===== src/design/utd_pkg.sv =====
// Shared types and constants of the UTF-8 to UTF-16 decoder.
package utd_pkg;

    localparam int COUNT_WIDTH_DEF = 32;
    localparam int QUEUE_DEPTH     = 4;
    localparam int CP_WIDTH        = 21;

    localparam logic [30:0] CP_MAX_ACC   = 31'h10FFFF;
    localparam logic [20:0] CP_REPLACE   = 21'h00FFFD;
    localparam logic [20:0] CP_SUPP_BASE = 21'h010000;
    localparam logic [15:0] HI_SURR_BASE = 16'hD800;
    localparam logic [15:0] LO_SURR_BASE = 16'hDC00;

    typedef enum logic [1:0] {
        ST_UNIT    = 2'd0,
        ST_ILLEGAL = 2'd1,
        ST_TRUNC   = 2'd2
    } status_t;

    typedef struct packed {
        logic [CP_WIDTH-1:0] cp;
        status_t             status;
        logic                fin;
    } entry_t;

endpackage


===== src/design/utd_front.sv =====
// Front end: accepts bytes, tracks character state and emits decoded entries.
module utd_front #(
    parameter int COUNT_WIDTH = utd_pkg::COUNT_WIDTH_DEF
) (
    input  logic                   clk,
    input  logic                   rst_n,
    input  logic                   in_valid,
    output logic                   in_ready,
    input  logic [7:0]             data_byte,
    input  logic                   frame_end,
    input  logic                   q_full,
    output logic                   push,
    output utd_pkg::entry_t        push_entry,
    output logic [COUNT_WIDTH-1:0] push_count
);

    logic [2:0]             bytes_left_reg, bytes_left_next;
    logic [30:0]            acc_reg, acc_next;
    logic [2:0]             char_len_reg, char_len_next;
    logic [COUNT_WIDTH-1:0] count_reg, count_next;
    logic                   dropping_reg, dropping_next;

    logic                   accept;
    logic                   clear;
    logic [2:0]             addend;
    logic [COUNT_WIDTH:0]   count_sum;
    logic [COUNT_WIDTH-1:0] count_sat;
    logic [30:0]            acc_shift;
    logic [2:0]             bl_dec;

    assign in_ready  = !q_full;
    assign accept    = in_valid && !q_full;
    assign addend    = (bytes_left_reg == 3'd0) ? 3'd1 : char_len_reg;
    assign count_sum = {1'b0, count_reg} + (COUNT_WIDTH+1)'(addend);
    assign count_sat = count_sum[COUNT_WIDTH] ? '1 : count_sum[COUNT_WIDTH-1:0];
    assign acc_shift = {acc_reg[24:0], data_byte[5:0]};
    assign bl_dec    = bytes_left_reg - 3'd1;

    always_comb
    begin
        bytes_left_next   = bytes_left_reg;
        acc_next          = acc_reg;
        char_len_next     = char_len_reg;
        count_next        = count_reg;
        dropping_next     = dropping_reg;
        clear             = 1'b0;
        push              = 1'b0;
        push_entry.cp     = '0;
        push_entry.status = utd_pkg::ST_UNIT;
        push_entry.fin    = 1'b0;
        push_count        = count_reg;

        if (accept)
        begin
            if (dropping_reg)
            begin
                clear = frame_end;
            end
            else if (bytes_left_reg == 3'd0)
            begin
                priority if (!data_byte[7])
                begin
                    count_next     = count_sat;
                    push           = 1'b1;
                    push_entry.cp  = utd_pkg::CP_WIDTH'(data_byte);
                    push_entry.fin = frame_end;
                    push_count     = count_sat;
                    clear          = frame_end;
                end
                else if (!data_byte[6])
                begin
                    push              = 1'b1;
                    push_entry.status = utd_pkg::ST_ILLEGAL;
                    push_entry.fin    = 1'b1;
                    clear             = frame_end;
                    dropping_next     = 1'b1;
                end
                else
                begin
                    priority if (!data_byte[5])
                    begin
                        acc_next      = {26'd0, data_byte[4:0]};
                        char_len_next = 3'd2;
                    end
                    else if (!data_byte[4])
                    begin
                        acc_next      = {27'd0, data_byte[3:0]};
                        char_len_next = 3'd3;
                    end
                    else if (!data_byte[3])
                    begin
                        acc_next      = {28'd0, data_byte[2:0]};
                        char_len_next = 3'd4;
                    end
                    else if (!data_byte[2])
                    begin
                        acc_next      = {29'd0, data_byte[1:0]};
                        char_len_next = 3'd5;
                    end
                    else
                    begin
                        acc_next      = {30'd0, data_byte[0]};
                        char_len_next = 3'd6;
                    end
                    bytes_left_next = char_len_next - 3'd1;
                    if (frame_end)
                    begin
                        push              = 1'b1;
                        push_entry.status = utd_pkg::ST_TRUNC;
                        push_entry.fin    = 1'b1;
                        clear             = 1'b1;
                    end
                end
            end
            else
            begin
                acc_next        = acc_shift;
                bytes_left_next = bl_dec;
                if (bl_dec != 3'd0)
                begin
                    if (frame_end)
                    begin
                        push              = 1'b1;
                        push_entry.status = utd_pkg::ST_TRUNC;
                        push_entry.fin    = 1'b1;
                        clear             = 1'b1;
                    end
                end
                else
                begin
                    count_next     = count_sat;
                    push           = 1'b1;
                    push_entry.cp  = (acc_shift > utd_pkg::CP_MAX_ACC) ?
                                     utd_pkg::CP_REPLACE : acc_shift[20:0];
                    push_entry.fin = frame_end;
                    push_count     = count_sat;
                    acc_next       = '0;
                    char_len_next  = '0;
                    clear          = frame_end;
                end
            end
        end

        if (clear)
        begin
            bytes_left_next = '0;
            acc_next        = '0;
            char_len_next   = '0;
            count_next      = '0;
            dropping_next   = 1'b0;
        end
    end

    always_ff @(posedge clk or negedge rst_n)
    begin
        if (!rst_n)
        begin
            bytes_left_reg <= '0;
            acc_reg        <= '0;
            char_len_reg   <= '0;
            count_reg      <= '0;
            dropping_reg   <= 1'b0;
        end
        else
        begin
            bytes_left_reg <= bytes_left_next;
            acc_reg        <= acc_next;
            char_len_reg   <= char_len_next;
            count_reg      <= count_next;
            dropping_reg   <= dropping_next;
        end
    end

endmodule


===== src/design/utd_fifo.sv =====
// Short register queue between the front end and the back end.
module utd_fifo #(
    parameter int WIDTH = 8,
    parameter int DEPTH = utd_pkg::QUEUE_DEPTH
) (
    input  logic             clk,
    input  logic             rst_n,
    input  logic             push,
    input  logic [WIDTH-1:0] wr_data,
    input  logic             pop,
    output logic [WIDTH-1:0] rd_data,
    output logic             full,
    output logic             not_empty
);

    localparam int PTR_W = (DEPTH > 1) ? $clog2(DEPTH) : 1;
    localparam int CNT_W = $clog2(DEPTH + 1);

    logic [WIDTH-1:0] mem_reg [DEPTH];
    logic [PTR_W-1:0] wr_ptr_reg, wr_ptr_next;
    logic [PTR_W-1:0] rd_ptr_reg, rd_ptr_next;
    logic [CNT_W-1:0] cnt_reg, cnt_next;
    logic             do_push;
    logic             do_pop;

    assign full      = (cnt_reg == CNT_W'(DEPTH));
    assign not_empty = (cnt_reg != '0);
    assign do_push   = push && !full;
    assign do_pop    = pop && not_empty;
    assign rd_data   = mem_reg[rd_ptr_reg];

    always_comb
    begin
        wr_ptr_next = wr_ptr_reg;
        rd_ptr_next = rd_ptr_reg;
        cnt_next    = cnt_reg;
        if (do_push)
        begin
            wr_ptr_next = (wr_ptr_reg == PTR_W'(DEPTH - 1)) ? '0 : wr_ptr_reg + PTR_W'(1);
        end
        if (do_pop)
        begin
            rd_ptr_next = (rd_ptr_reg == PTR_W'(DEPTH - 1)) ? '0 : rd_ptr_reg + PTR_W'(1);
        end
        if (do_push && !do_pop)
        begin
            cnt_next = cnt_reg + CNT_W'(1);
        end
        else if (do_pop && !do_push)
        begin
            cnt_next = cnt_reg - CNT_W'(1);
        end
    end

    always_ff @(posedge clk or negedge rst_n)
    begin
        if (!rst_n)
        begin
            wr_ptr_reg <= '0;
            rd_ptr_reg <= '0;
            cnt_reg    <= '0;
        end
        else
        begin
            wr_ptr_reg <= wr_ptr_next;
            rd_ptr_reg <= rd_ptr_next;
            cnt_reg    <= cnt_next;
        end
    end

    always_ff @(posedge clk)
    begin
        if (do_push)
        begin
            mem_reg[wr_ptr_reg] <= wr_data;
        end
    end

endmodule


===== src/design/utd_back.sv =====
// Back end: splits code points into UTF-16 units and drives the output register.
module utd_back #(
    parameter int COUNT_WIDTH = utd_pkg::COUNT_WIDTH_DEF
) (
    input  logic                   clk,
    input  logic                   rst_n,
    input  logic                   q_valid,
    input  utd_pkg::entry_t        q_entry,
    input  logic [COUNT_WIDTH-1:0] q_count,
    output logic                   q_pop,
    output logic                   out_valid,
    input  logic                   out_ready,
    output logic [15:0]            code_unit,
    output logic [1:0]             status,
    output logic                   final_res,
    output logic [31:0]            bytes_done
);

    logic                   out_valid_reg, out_valid_next;
    logic [15:0]            unit_reg, unit_next;
    utd_pkg::status_t       status_reg, status_next;
    logic                   fin_reg, fin_next;
    logic [COUNT_WIDTH-1:0] count_reg, count_next;
    logic                   pend_reg, pend_next;
    logic [15:0]            pend_unit_reg, pend_unit_next;
    logic                   pend_fin_reg, pend_fin_next;

    logic                   out_free;
    logic [20:0]            supp;
    logic [15:0]            hi_unit;
    logic [15:0]            lo_unit;

    assign out_free   = !out_valid_reg || out_ready;
    assign q_pop      = out_free && !pend_reg && q_valid;
    assign supp       = q_entry.cp - utd_pkg::CP_SUPP_BASE;
    assign hi_unit    = utd_pkg::HI_SURR_BASE + {6'd0, supp[19:10]};
    assign lo_unit    = utd_pkg::LO_SURR_BASE + {6'd0, supp[9:0]};

    assign out_valid  = out_valid_reg;
    assign code_unit  = unit_reg;
    assign status     = status_reg;
    assign final_res  = fin_reg;
    assign bytes_done = 32'(count_reg);

    always_comb
    begin
        out_valid_next = out_valid_reg;
        unit_next      = unit_reg;
        status_next    = status_reg;
        fin_next       = fin_reg;
        count_next     = count_reg;
        pend_next      = pend_reg;
        pend_unit_next = pend_unit_reg;
        pend_fin_next  = pend_fin_reg;

        if (out_free)
        begin
            priority if (pend_reg)
            begin
                // send the low half of a surrogate pair
                out_valid_next = 1'b1;
                unit_next      = pend_unit_reg;
                status_next    = utd_pkg::ST_UNIT;
                fin_next       = pend_fin_reg;
                pend_next      = 1'b0;
            end
            else if (q_valid)
            begin
                out_valid_next = 1'b1;
                status_next    = q_entry.status;
                count_next     = q_count;
                if (q_entry.cp[20:16] != 5'd0)
                begin
                    unit_next      = hi_unit;
                    fin_next       = 1'b0;
                    pend_next      = 1'b1;
                    pend_unit_next = lo_unit;
                    pend_fin_next  = q_entry.fin;
                end
                else
                begin
                    unit_next = q_entry.cp[15:0];
                    fin_next  = q_entry.fin;
                end
            end
            else
            begin
                out_valid_next = 1'b0;
            end
        end
    end

    always_ff @(posedge clk or negedge rst_n)
    begin
        if (!rst_n)
        begin
            out_valid_reg <= 1'b0;
            pend_reg      <= 1'b0;
        end
        else
        begin
            out_valid_reg <= out_valid_next;
            pend_reg      <= pend_next;
        end
    end

    always_ff @(posedge clk)
    begin
        unit_reg      <= unit_next;
        status_reg    <= status_next;
        fin_reg       <= fin_next;
        count_reg     <= count_next;
        pend_unit_reg <= pend_unit_next;
        pend_fin_reg  <= pend_fin_next;
    end

endmodule


===== src/design/utf8_to_utf16_decoder_unit.sv =====
// Top level of the UTF-8 to UTF-16 decoder.
// Input channel: in_valid/in_ready carry one word per handshake, data_byte plus
// frame_end on the last byte of a frame. Output channel: out_valid/out_ready
// carry one UTF-16 code unit or error word with status, final_res and
// bytes_done (saturating count of bytes in finished characters of the frame).
// The front end decodes one byte per cycle while the queue has room and
// writes each finished character or error into a four-entry queue; the back
// end reads the queue and owns the output register.
// Throughput: one byte per cycle while the queue is not full. A character that
// needs a surrogate pair occupies the output register for both code units.
// A finished word is written into the queue at the edge that accepts its last
// byte; the back end loads it into the output register once that register is
// free and no low surrogate is pending.
// Reset clears the character state, byte count, drop flag, queue and output valid.
// When the receiver stalls, the output word holds, the queue fills, and
// in_ready drops once all four queue entries are taken.
module utf8_to_utf16_decoder_unit #(
    parameter int COUNT_WIDTH = utd_pkg::COUNT_WIDTH_DEF
) (
    input  logic        clk,
    input  logic        rst_n,
    input  logic        in_valid,
    output logic        in_ready,
    input  logic [7:0]  data_byte,
    input  logic        frame_end,
    output logic        out_valid,
    input  logic        out_ready,
    output logic [15:0] code_unit,
    output logic [1:0]  status,
    output logic        final_res,
    output logic [31:0] bytes_done
);

    localparam int Q_WIDTH = $bits(utd_pkg::entry_t) + COUNT_WIDTH;

    logic                   push;
    utd_pkg::entry_t        push_entry;
    logic [COUNT_WIDTH-1:0] push_count;
    logic                   q_full;
    logic                   q_valid;
    logic                   q_pop;
    logic [Q_WIDTH-1:0]     q_rd;
    utd_pkg::entry_t        q_entry;
    logic [COUNT_WIDTH-1:0] q_count;

    assign q_entry = utd_pkg::entry_t'(q_rd[Q_WIDTH-1:COUNT_WIDTH]);
    assign q_count = q_rd[COUNT_WIDTH-1:0];

    utd_front #(
        .COUNT_WIDTH(COUNT_WIDTH)
    ) u_front (
        .clk        (clk),
        .rst_n      (rst_n),
        .in_valid   (in_valid),
        .in_ready   (in_ready),
        .data_byte  (data_byte),
        .frame_end  (frame_end),
        .q_full     (q_full),
        .push       (push),
        .push_entry (push_entry),
        .push_count (push_count)
    );

    utd_fifo #(
        .WIDTH(Q_WIDTH),
        .DEPTH(utd_pkg::QUEUE_DEPTH)
    ) u_fifo (
        .clk       (clk),
        .rst_n     (rst_n),
        .push      (push),
        .wr_data   ({push_entry, push_count}),
        .pop       (q_pop),
        .rd_data   (q_rd),
        .full      (q_full),
        .not_empty (q_valid)
    );

    utd_back #(
        .COUNT_WIDTH(COUNT_WIDTH)
    ) u_back (
        .clk        (clk),
        .rst_n      (rst_n),
        .q_valid    (q_valid),
        .q_entry    (q_entry),
        .q_count    (q_count),
        .q_pop      (q_pop),
        .out_valid  (out_valid),
        .out_ready  (out_ready),
        .code_unit  (code_unit),
        .status     (status),
        .final_res  (final_res),
        .bytes_done (bytes_done)
    );

endmodule


===== config.mk =====
export PLATFORM = sky130hd
export DESIGN_NAME = utf8_to_utf16_decoder_unit
export DESIGN_NICKNAME = d
export VERILOG_FILES = /design/src/design/utd_pkg.sv /design/src/design/utd_front.sv /design/src/design/utd_fifo.sv /design/src/design/utd_back.sv /design/src/design/utf8_to_utf16_decoder_unit.sv
export SDC_FILE = /design/constraint.sdc
export NUM_CORES = 1
export LEC_CHECK = 0
export BUFFER_PORTS_ARGS = -buffer_cell sky130_fd_sc_hd__buf_2
export CAP_MARGIN = 20
export CORE_MARGIN = 2
export CORE_UTILIZATION = 45
export CTS_BUF_LIST = sky130_fd_sc_hd__clkbuf_16
export DETAILED_ROUTE_END_ITERATION = 12
export RECOVER_POWER = 100
export SLEW_MARGIN = 20
export SYNTH_ARGS = -nofsm -noshare
export SYNTH_HDL_FRONTEND = slang
export SYNTH_HIERARCHICAL = 1
export SYNTH_SLANG_ARGS = --single-unit

===== constraint.sdc =====
create_clock -name clk -period 6.15 [get_ports clk]
set_clock_uncertainty 0.1 [all_clocks]
set_input_delay 0.615 -clock clk [delete_from_list [all_inputs] [get_ports clk]]
set_output_delay 0.615 -clock clk [all_outputs]
set_load 0.005 [all_outputs]

==> reports/results.ini <==
[outcome]
status = complete, but fails checks
violations = capacitance limit, slew limit

[cts]
cts_hold_buf = 1
clkTransAtPathRegs_ns = 0.06
clk_path_buf_depth = 3
ctsResizeCount = 0
cts-root-buf = clkbuf_16
numClockSinks = 359
htreeDepth = 2
post_cts_buffers = 0
clkLatencyLatePin_ns = 0.51
cts_tree = done
cts_buffers = 38

[layout]
drive_gt1_frac = 0.164
design_area_mm2 = 0.0165
mostFrequentLayoutCells = edfxtp_1 (286), nor2_1 (77), dfrtp_1 (73)
area_growth_pct = 12.2
nets = 995
largest_reg_flops = 224
final_common_cell = edfxtp_1
final_cells = 1435

[route]
wl_per_cell_um = 20.1
viasPerCell = 5.52
drtAntennaViolNets = 0
dr.first_iter.drc_count = 511
drt-pass1-iter-count = 5
drt-total-wl_mm = 28.9
routed-via-count = 7928
drc = 0

[placed_design]
numPortBuffers = 65
gp_congestion = 0.823
placed_area_mm2 = 0.0155
dp_hpwl_mm = 18.0
dpl_worst_slack_ns = 2.32
dpl.cell_count = 1366

[grt]
overflow = 0
antenna_found_initial = 1
grt_pass1_vias = 7815
grt_max_degree = 71
grt_usage = 0.174
grt_pass1_wl_mm = 45.5

[floorplanning]
die_x_um = 185
start_util = 0.455
fp.dieH_um = 185
row_count = 66
coreArea_mm2 = 0.0324
fp.dieArea_mm2 = 0.0342
io_pins = 66

[synthesis]
synthTopCellsByArea = edfxtp_1 (58%), dfrtp_1 (12%), mux4_2 (8.6%), nor2_1 (2.0%), ha_1 (1.3%)
ys_seq_area_frac = 0.707
synth_top_flop_cell = edfxtp_1
synth_cells = 886
postSynth.asyncResetShare = 0.203
ys_warn_count = 6
syn-num-nets = 916
synth_area_mm2 = 0.0147
synth.distinct_cells = 63
synth_top_area_share = 0.583
synth_top_cell_by_area = edfxtp_1
postSynthAreaPerCell_um2 = 16.6
ys_seq_elements = 359
synth-edff-count = 286

[critical_path]
crit_chain = inv_1 > ha_1 > nand2b_1 > nor2_1 > nor2_1 > o211ai_1 > and2_0 > nor2b_1 > and2_0 > clkbuf_2
path_max_fanout = 40
worst_path_largest_cell_delay_ns = 1.14
critPathSlowestCell = and2_0
critPathArrivalTime_ns = 4.76
end_kind = flop
critPathRequiredTime_ns = 6.16
crit_type = reg2reg
setup.worst_path.start_class = flop

[power_and_ir_drop]
ir_drop_v = 0.000223
power.total_w = 0.00751
power_leakage_nw = 5.93
power_density_mw_per_mm2 = 455

[sta]
fin_crit_ns = 4.75
finalMaxSlewViolations = 188
setup_viol_count_final = 0
rsz0062_at_grt = false
hold_violations = 0
relSlewSlack = -1.08
worstMarginPinSlew_ns = 3.13
fmax_mhz = 211
fin_ws_ns = 1.40
setup_tns_ns = 0
period_share = 0.772

[flow_run]
cap_violations = 5

[worst_hold_path]
worstHoldPathType = in2reg

[final timing paths]
kind	cells after the start	slack [ns]	to	from
min in group asynchronous	2	0.44	u_back/out_valid	rst_n
worst min-delay path	2	0.29	u_front/acc_reg[0]	data_byte[0]
worst max register to register	10	1.40	u_fifo/mem_reg[2][16]	u_front/bytes_left_reg[0]
worst max-delay path	10	1.40	u_fifo/mem_reg[2][16]	u_front/bytes_left_reg[0]
max in group asynchronous	3	4.22	u_front/acc_reg[17]	rst_n
worst min register to register	1	0.38	u_fifo/cnt_reg[2]	u_fifo/cnt_reg[2]
[metrics by stage]
step | hold slack (ns) | utilization
2_1_floorplan | 0.219 | -
3_3_place_gp | 0.337 | 0.478
3_5_place_dp | 0.339 | 0.478
4_1_cts | 0.281 | 0.515
5_1_grt | 0.278 | 0.510
6_report | 0.291 | 0.510
[logic make-up (layout without fill, tap and decap cells)]
group	Yosys count	in the layout	synth area share
DFF	359	359	0.707
buffers and inverters	57	163	0.0212
xor gates and xnor gates	7	7	0.00416
AOI/OAI and AO/OA	118	118	0.0587
and+or+nand+nor	252	252	0.0931
muxes	76	76	0.0999
other	0	1	0
adders and majority gates	17	17	0.0155
[routing by layer]
layer  vias to the layer above  GRT usage  share of wire
met1                      4082      0.267           0.49
met2                       172      0.262           0.45
met5                         -          0              0
li1                       3638          -              -
met3                        36     0.0252          0.039
met4                         0     0.0435          0.018
[synth_stat cells, types with 3 or more instances]
cell,number
nand2_1,37
mux4_2,56
buf_2,6
o21ai_1,9
xnor2_1,3
dfrtp_1,73
clkbuf_1,22
a31oi_1,12
nand3_1,11
nand4_1,9
xor2_1,4
nand2b_1,6
a311oi_1,4
nor4_4,3
and3_1,9
and4_1,9
buf_4,5
nor3_1,24
or3_1,6
nor2b_1,11
nor4_1,5
o211a_1,5
a32o_1,4
a21o_1,3
mux2_2,8
nor2_1,78
inv_1,17
o21ai_0,5
a22o_1,21
ha_1,15
a21oi_1,24
edfxtp_1,286
buf_12,3
buf_6,3
mux2i_1,12
and2_1,28
nor3b_1,3
o21a_1,6
a211oi_1,8
[layout make-up]
class	instances	area (um^2)
tap	442	553
timing repair buffer	79	360
clock buffer	38	951
clock inverter	29	234
antenna	1	2.50
sequential	359	10400
multi-input combinational	470	3940
inverter	17	63.8
fill	2723	15900
[where the power goes]
part	switching (W)	leakage, nW	internal (W)	total (W)
clock	0.000882	0.625	0.00129	0.00217
sequential	0.000238	3.67	0.00328	0.00352
combinational	0.00103	1.64	0.000796	0.00182
total	0.00215	5.93	0.00537	0.00751
[critical path: cells and delay by family, from the launching register on]
family | cells | cell delay, ns
AO/OA/AOI/OAI | 1 | 0.08
adder cells (fa/ha/maj) | 1 | 0.28
flip-flops | 1 | 0.40
AND/OR/NAND/NOR | 6 | 2.33
buffers and inverters | 2 | 1.15
Note: power is estimated with default switching activity, not from simulation.
